==> config.mk <==
export PLATFORM = sky130hd
export DESIGN_NAME = sgb_ctrl
export DESIGN_NICKNAME = d
export VERILOG_FILES = /design/src/rtl/sgb_pkg.sv /design/src/rtl/sgb_ctrl.sv
export SDC_FILE = /design/constraint.sdc
export NUM_CORES = 1
export LEC_CHECK = 0
export ABC_AREA = 1
export BUFFER_PORTS_ARGS = -buffer_cell sky130_fd_sc_hd__buf_2
export CORE_AREA = 2 2 39 41
export CTS_CLUSTER_DIAMETER = 100
export DETAILED_ROUTE_END_ITERATION = 8
export DIE_AREA = 0 0 41 43
export SLEW_MARGIN = 40
export SYNTH_ARGS = -nofsm -noshare
export SYNTH_HDL_FRONTEND = slang
export SYNTH_SLANG_ARGS = --single-unit
==> constraint.sdc <==
create_clock -name clk -period 1.2 [get_ports clk]
set_clock_uncertainty 0.15 [all_clocks]
set_input_delay 0.12 -clock clk [delete_from_list [all_inputs] [get_ports clk]]
set_output_delay 0.12 -clock clk [all_outputs]
set_load 0.02 [all_outputs]
==> src/rtl/sgb_pkg.sv <==
`timescale 1ns / 1ps

package sgb_pkg;

  // fixed geometry of the coordinate fields and of the grid
  localparam int COORD_W   = 10;
  localparam int GRID_ROWS = 12;
  localparam int GRID_COLS = 8;
  localparam int ROW_W     = 4;
  localparam int COL_W     = 3;
  // scaled offsets: 11 * 1023 < 2**14, quotient below 16
  localparam int REM_W     = COORD_W + 4;
  localparam int QUO_W     = 4;

  localparam logic [REM_W-1:0] COL_SCALE = REM_W'(7);
  localparam logic [REM_W-1:0] ROW_SCALE = REM_W'(11);
  localparam logic [COL_W-1:0] COL_FLAT  = COL_W'(4);
  localparam logic [ROW_W-1:0] ROW_FLAT  = ROW_W'(6);
  localparam logic [ROW_W-1:0] ROW_LAST  = ROW_W'(GRID_ROWS - 1);

  typedef enum logic [1:0] {
    REQ_ADD   = 2'd0,
    REQ_RAST  = 2'd1,
    REQ_CLEAR = 2'd2
  } req_type_t;

  typedef struct packed {
    logic [1:0]         req_type;
    logic [COORD_W-1:0] point_x;
    logic [COORD_W-1:0] point_y;
  } cmd_t;

  typedef struct packed {
    logic [ROW_W-1:0]     row_index;
    logic [GRID_COLS-1:0] row_bits;
    logic                 last_row;
  } result_t;

  // controller -> datapath
  typedef struct packed {
    logic add_pt;
    logic clear;
    logic begin_rast;
    logic fetch;
    logic load;
    logic div_step;
    logic mark;
    logic emit;
  } ctl_cmd_t;

  // datapath -> controller
  typedef struct packed {
    logic count_zero;
    logic last_point;
    logic div_last;
    logic row_last;
  } dp_stat_t;

endpackage

==> src/rtl/sgb_ctrl.sv <==
`timescale 1ns / 1ps

module sgb_ctrl (
  input  logic                clk,
  input  logic                rst,
  input  logic                start,
  input  logic [1:0]          req_type,
  input  sgb_pkg::dp_stat_t   stat,
  output sgb_pkg::ctl_cmd_t   ctl,
  output logic                busy
);

  typedef enum logic [2:0] {
    S_IDLE,
    S_FETCH,
    S_LOAD,
    S_DIV,
    S_MARK,
    S_EMIT
  } state_t;

  state_t state;
  state_t state_next;

  always_comb begin
    ctl        = '0;
    state_next = state;
    unique case (state)
      S_IDLE: begin
        if (start) begin
          unique case (req_type)
            sgb_pkg::REQ_ADD:   ctl.add_pt = 1'b1;
            sgb_pkg::REQ_CLEAR: ctl.clear  = 1'b1;
            sgb_pkg::REQ_RAST: begin
              ctl.begin_rast = 1'b1;
              state_next     = stat.count_zero ? S_EMIT : S_FETCH;
            end
            default: ;  // unused code, ignored
          endcase
        end
      end
      S_FETCH: begin
        ctl.fetch  = 1'b1;
        state_next = S_LOAD;
      end
      S_LOAD: begin
        ctl.load   = 1'b1;
        state_next = S_DIV;
      end
      S_DIV: begin
        ctl.div_step = 1'b1;
        if (stat.div_last) state_next = S_MARK;
      end
      S_MARK: begin
        ctl.mark   = 1'b1;
        state_next = stat.last_point ? S_EMIT : S_FETCH;
      end
      S_EMIT: begin
        ctl.emit = 1'b1;
        if (stat.row_last) begin
          ctl.clear  = 1'b1;
          state_next = S_IDLE;
        end
      end
      default: state_next = S_IDLE;
    endcase
  end

  always_ff @(posedge clk) begin
    if (rst) begin
      state <= S_IDLE;
    end else begin
      state <= state_next;
    end
  end

  assign busy = (state != S_IDLE);

endmodule

Yosys cells after proc, flatten, opt, wreduce, memory -nomap -nowiden
Cells that the tools add are included.
{"block": "word_totals", "input_bits": 9, "reg_bits": 3}
{"block": "classes", "reduce_logical": 4, "eq_ne": 11, "mux": 20}
{"cell": "$mux 3", "count": 7}
{"cell": "$pmux 3 s6", "count": 1}
{"cell": "$mux 1", "count": 11}
{"cell": "$eq 3x2->1 const B", "count": 2}
{"cell": "$eq 3x3->1 const B", "count": 2}
{"cell": "$ne 2x2->1 const B", "count": 3}
{"cell": "$reduce_and 4->1", "count": 1}
{"cell": "$eq 3x1->1 const B", "count": 1}
{"cell": "$logic_not 3->1", "count": 1}
{"cell": "$reduce_bool 3->1", "count": 1}
{"cell": "$eq 2x1->1 const B", "count": 1}
{"cell": "$eq 2x2->1 const B", "count": 1}
{"cell": "$logic_not 2->1", "count": 1}
{"cell": "$ne 2x1->1 const B", "count": 1}
{"cell": "$pmux 1 s2", "count": 1}

Depth between registers and ports, before layout
{"block": "depth", "depth_word": 4, "mapped_depth": 8, "mapped_depth_nobuf": 7}

Worst setup path after synthesis
OpenSTA, ideal clock, no wires.
{"block": "synth_timing", "kind": "register to output", "startpoint": "register state[1]", "endpoint": "output ctl[6] (netlist bit)", "setup_slack_ps": -484, "t_required_ps": 930, "path_buffers": 0, "arrival_ps": 1414, "path_stages_with_launch": 4, "cell_sequence": "dfxtp_1 nor2_2 nand2_2 o41ai_1"}
{"element": "start, declared", "line": "sgb_ctrl.sv:22", "rtl": "state_t state;"}
{"element": "start signal, assigned", "line": "sgb_ctrl.sv:73", "rtl": "state <= state_next;"}
{"element": "end, declared", "line": "sgb_ctrl.sv:9", "rtl": "output sgb_pkg::ctl_cmd_t ctl,"}

==> results.yml <==
status:
  outcome: "finished with violations"
  violations: "negative setup slack"
worst_hold_path:
  hp-start: "stat[3]"
  hp-class: "input port to flop"
power:
  power_frac_clock_pct: 10.8
  p_comb_share_pct: 75.2
  sw_frac_of_total_pct: 46.6
  ir_drop_mv: 1.11
  p_switching_w: 0.000742
  pwr-share-seq_pct: 14.0
  p_int_w: 0.000850
  powerDensity_mw_per_mm2: 2400
  p_leak_nw: 0.335
floorplan:
  core-area_mm2: 0.00138
  rows: 14
  initial_core_util_pct: 21.1
  fp.dieW_um: 41
  num_io_pins: 18
  die_area_mm2: 0.00176
  die_y_um: 43
clock_tree:
  h-tree-depth: 1
  numCtsBuffers: 3
  cts_tree: "yes"
  clkLatencyLatePin_ns: 0.23
  cts.sinks: 3
  cts.clk_slew.worst_paths_ns: 0.04
  cts-root-buf: "clkbuf_4"
  clock_path_buffers: 2
setup_path:
  required_ns: 0.93
  cp_max_fo: 4
  critical_path.startpoint: "state[1]$_SDFFE_PP0P_"
  slowest_stage: "dfxtp_2"
  cpLargestDelayFamily: "flip-flops"
  worst_setup_path_start_kind: "flop"
  crit_arrival_ns: 1.20
  crit_type: "flop to output pin"
  cpPeakStageDelay_ns: 0.34
  reg2reg_from: "state[1]$_SDFFE_PP0P_"
  crit_chain: "nor2_4 -> nand2_8 -> o41ai_4 -> buf_4"
  rrSetupSlack_ns: -0.12
  crit_path_end_kind: "output pin"
  critPathBufInv: 1
synth:
  synthDistinctLibCells: 15
  ys_seq_elements: 3
  yosys_warnings: 0
  ys_seq_area_share_pct: 20.6
  syn_area_per_cell_um2: 5.72
  synth_fp_nets: 60
  yosys.area.top_type_share_pct: 20.6
  synthCells: 51
  synth.top_cells.by_area: "dfxtp_1 21%, nand2_1 13%, nand3_1 10%"
  post-synth-top-area-cell: "dfxtp_1"
  synthesis.area_um2: 292
sta:
  finalSetupViolations: 12
  finalCritPeriodShare_pct: 122
  fin_ws_ns: -0.266
  fmax_mhz: 682
  worst_pin_slew_ns: 0.220
  slew-limit-headroom_pct: 85.3
  hold_viol: 0
  slew_violations: 0
  tns_ns: -1.65
  rsz0062_at_grt: "yes"
  final.min_clock_period_ns: 1.47
layout:
  largest_register_ffs: 3
  final_common_cell: "buf_4"
  regMostFlops: "state"
  drive_gt1_share_pct: 65.9
  antenna_cells: 0
  finalInstanceArea_um2: 664
  syn2layout_area_growth_pct: 128
  reg.largest.list: "state: 3 flops"
  nFillCells: 145
  layout.nets: 95
  finish.utilization_pct: 48.0
  layout_common_cells: "17 x buf_4, 8 x buf_2, 7 x nand2_1"
  finalNonFillerCells: 101
global_route:
  antenna_found_initial: 0
  grt_pass1_vias: 426
  grt_pass1_wl_mm: 1.55
  grt-ovfl-total: 0
  grtUsageTotal_pct: 13.1
  grt_max_degree: 5
detailed_routing:
  routed_wirelength_um: 947
  drt-pass1-iter-count: 4
  detailroute.via_count: 442
  viasPerCell: 4.38
  ant_nets: 0
  wl_per_cell_um: 9.38
  drc: 0
  drt-initial-drc-count: 7
place:
  port_buffers: 17
  routabilityCongestion: 0.737
  post_dp_cell_area_um2: 512
  place_inst: 91
  hpwl_um: 747
job:
  drv_cap: 0
cells in the mapped netlist, drive strengths merged:
cell / instances
nand3: 6
inv: 10
buf: 1
nand2: 14
o41ai: 1
nor2: 8
nand4: 2
nor4: 1
a21oi: 5
dfxtp: 3
routing by layer:
layer / share of wire, % / wire length [um] / vias to the layer above / global-route usage, %
met4: 0 / 0 / 0 / 7.33
li1: - / - / 232 / -
met5: 0 / 0 / - / 0
met1: 37 / 352 / 198 / 13.5
met2: 56 / 535 / 12 / 21.6
met3: 6.3 / 60 / 0 / 4.71
cells by family (layout without fill, tap and decap cells):
kind of cell	after synthesis	in the layout	share of synthesized area, %
AND/OR/NAND/NOR	31	31	51.9
buffers and inverters	11	45	14.6
AO/OA/AOI/OAI	6	6	12.9
flip-flops	3	3	20.6
through the flow:
step | total power (W) | worst slack (ns) | hold WS [ns]
after floorplan | 0.000830 | -0.0476 | 0.0251
after global placement | 0.00111 | -0.0579 | 0.162
after detailed placement | 0.00112 | -0.0771 | 0.173
after CTS | 0.00150 | -0.286 | 0.104
after global routing | 0.00173 | -0.313 | 0.135
final | 0.00159 | -0.266 | 0.117
worst min-delay path, stage by stage:
cell	delay (ns)
buf_2	0.10
nand2_1	0.05
nand3_1	0.06
nand2_1	0.08
a21oi_2	0.05
power groups by stage:
stage	Sequential (W)	Combinational, W	Clock, W
finish	0.000223	0.00120	0.000172
global route	0.000230	0.00130	0.000199
CTS	0.000217	0.00110	0.000180
detailed placement	0.000220	0.000904	0
global placement	0.000216	0.000892	0
floorplan	0.000202	0.000628	0
worst paths after layout:
check | endpoint | depth (start not counted)
worst max-delay path | ctl[6] | 4
worst min-delay path | state[2]$_SDFFE_PP0P_ | 5
worst max register to register | state[0]$_SDFFE_PP0P_ | 8
worst min register to register | state[2]$_SDFFE_PP0P_ | 2
repair_timing:
item	4_1_cts	5_1_grt
gates resized for setup	18	10
hold endpoints to repair	3	0
buffers inserted	3	2
setup endpoints to repair	12	12
pin swaps	4	4
hold buffers	1	0
final cells by class:
class | count | area, um2 | share of cell area [%]
clock buffer | 4 | 26.3 | 3.95
inverter | 10 | 42.5 | 6.40
multi-input combinational | 37 | 275 | 41.4
sequential | 3 | 66.3 | 9.98
tap | 16 | 20.0 | 3.01
timing repair buffer | 31 | 234 | 35.2
(Power assumes the default switching activity.)
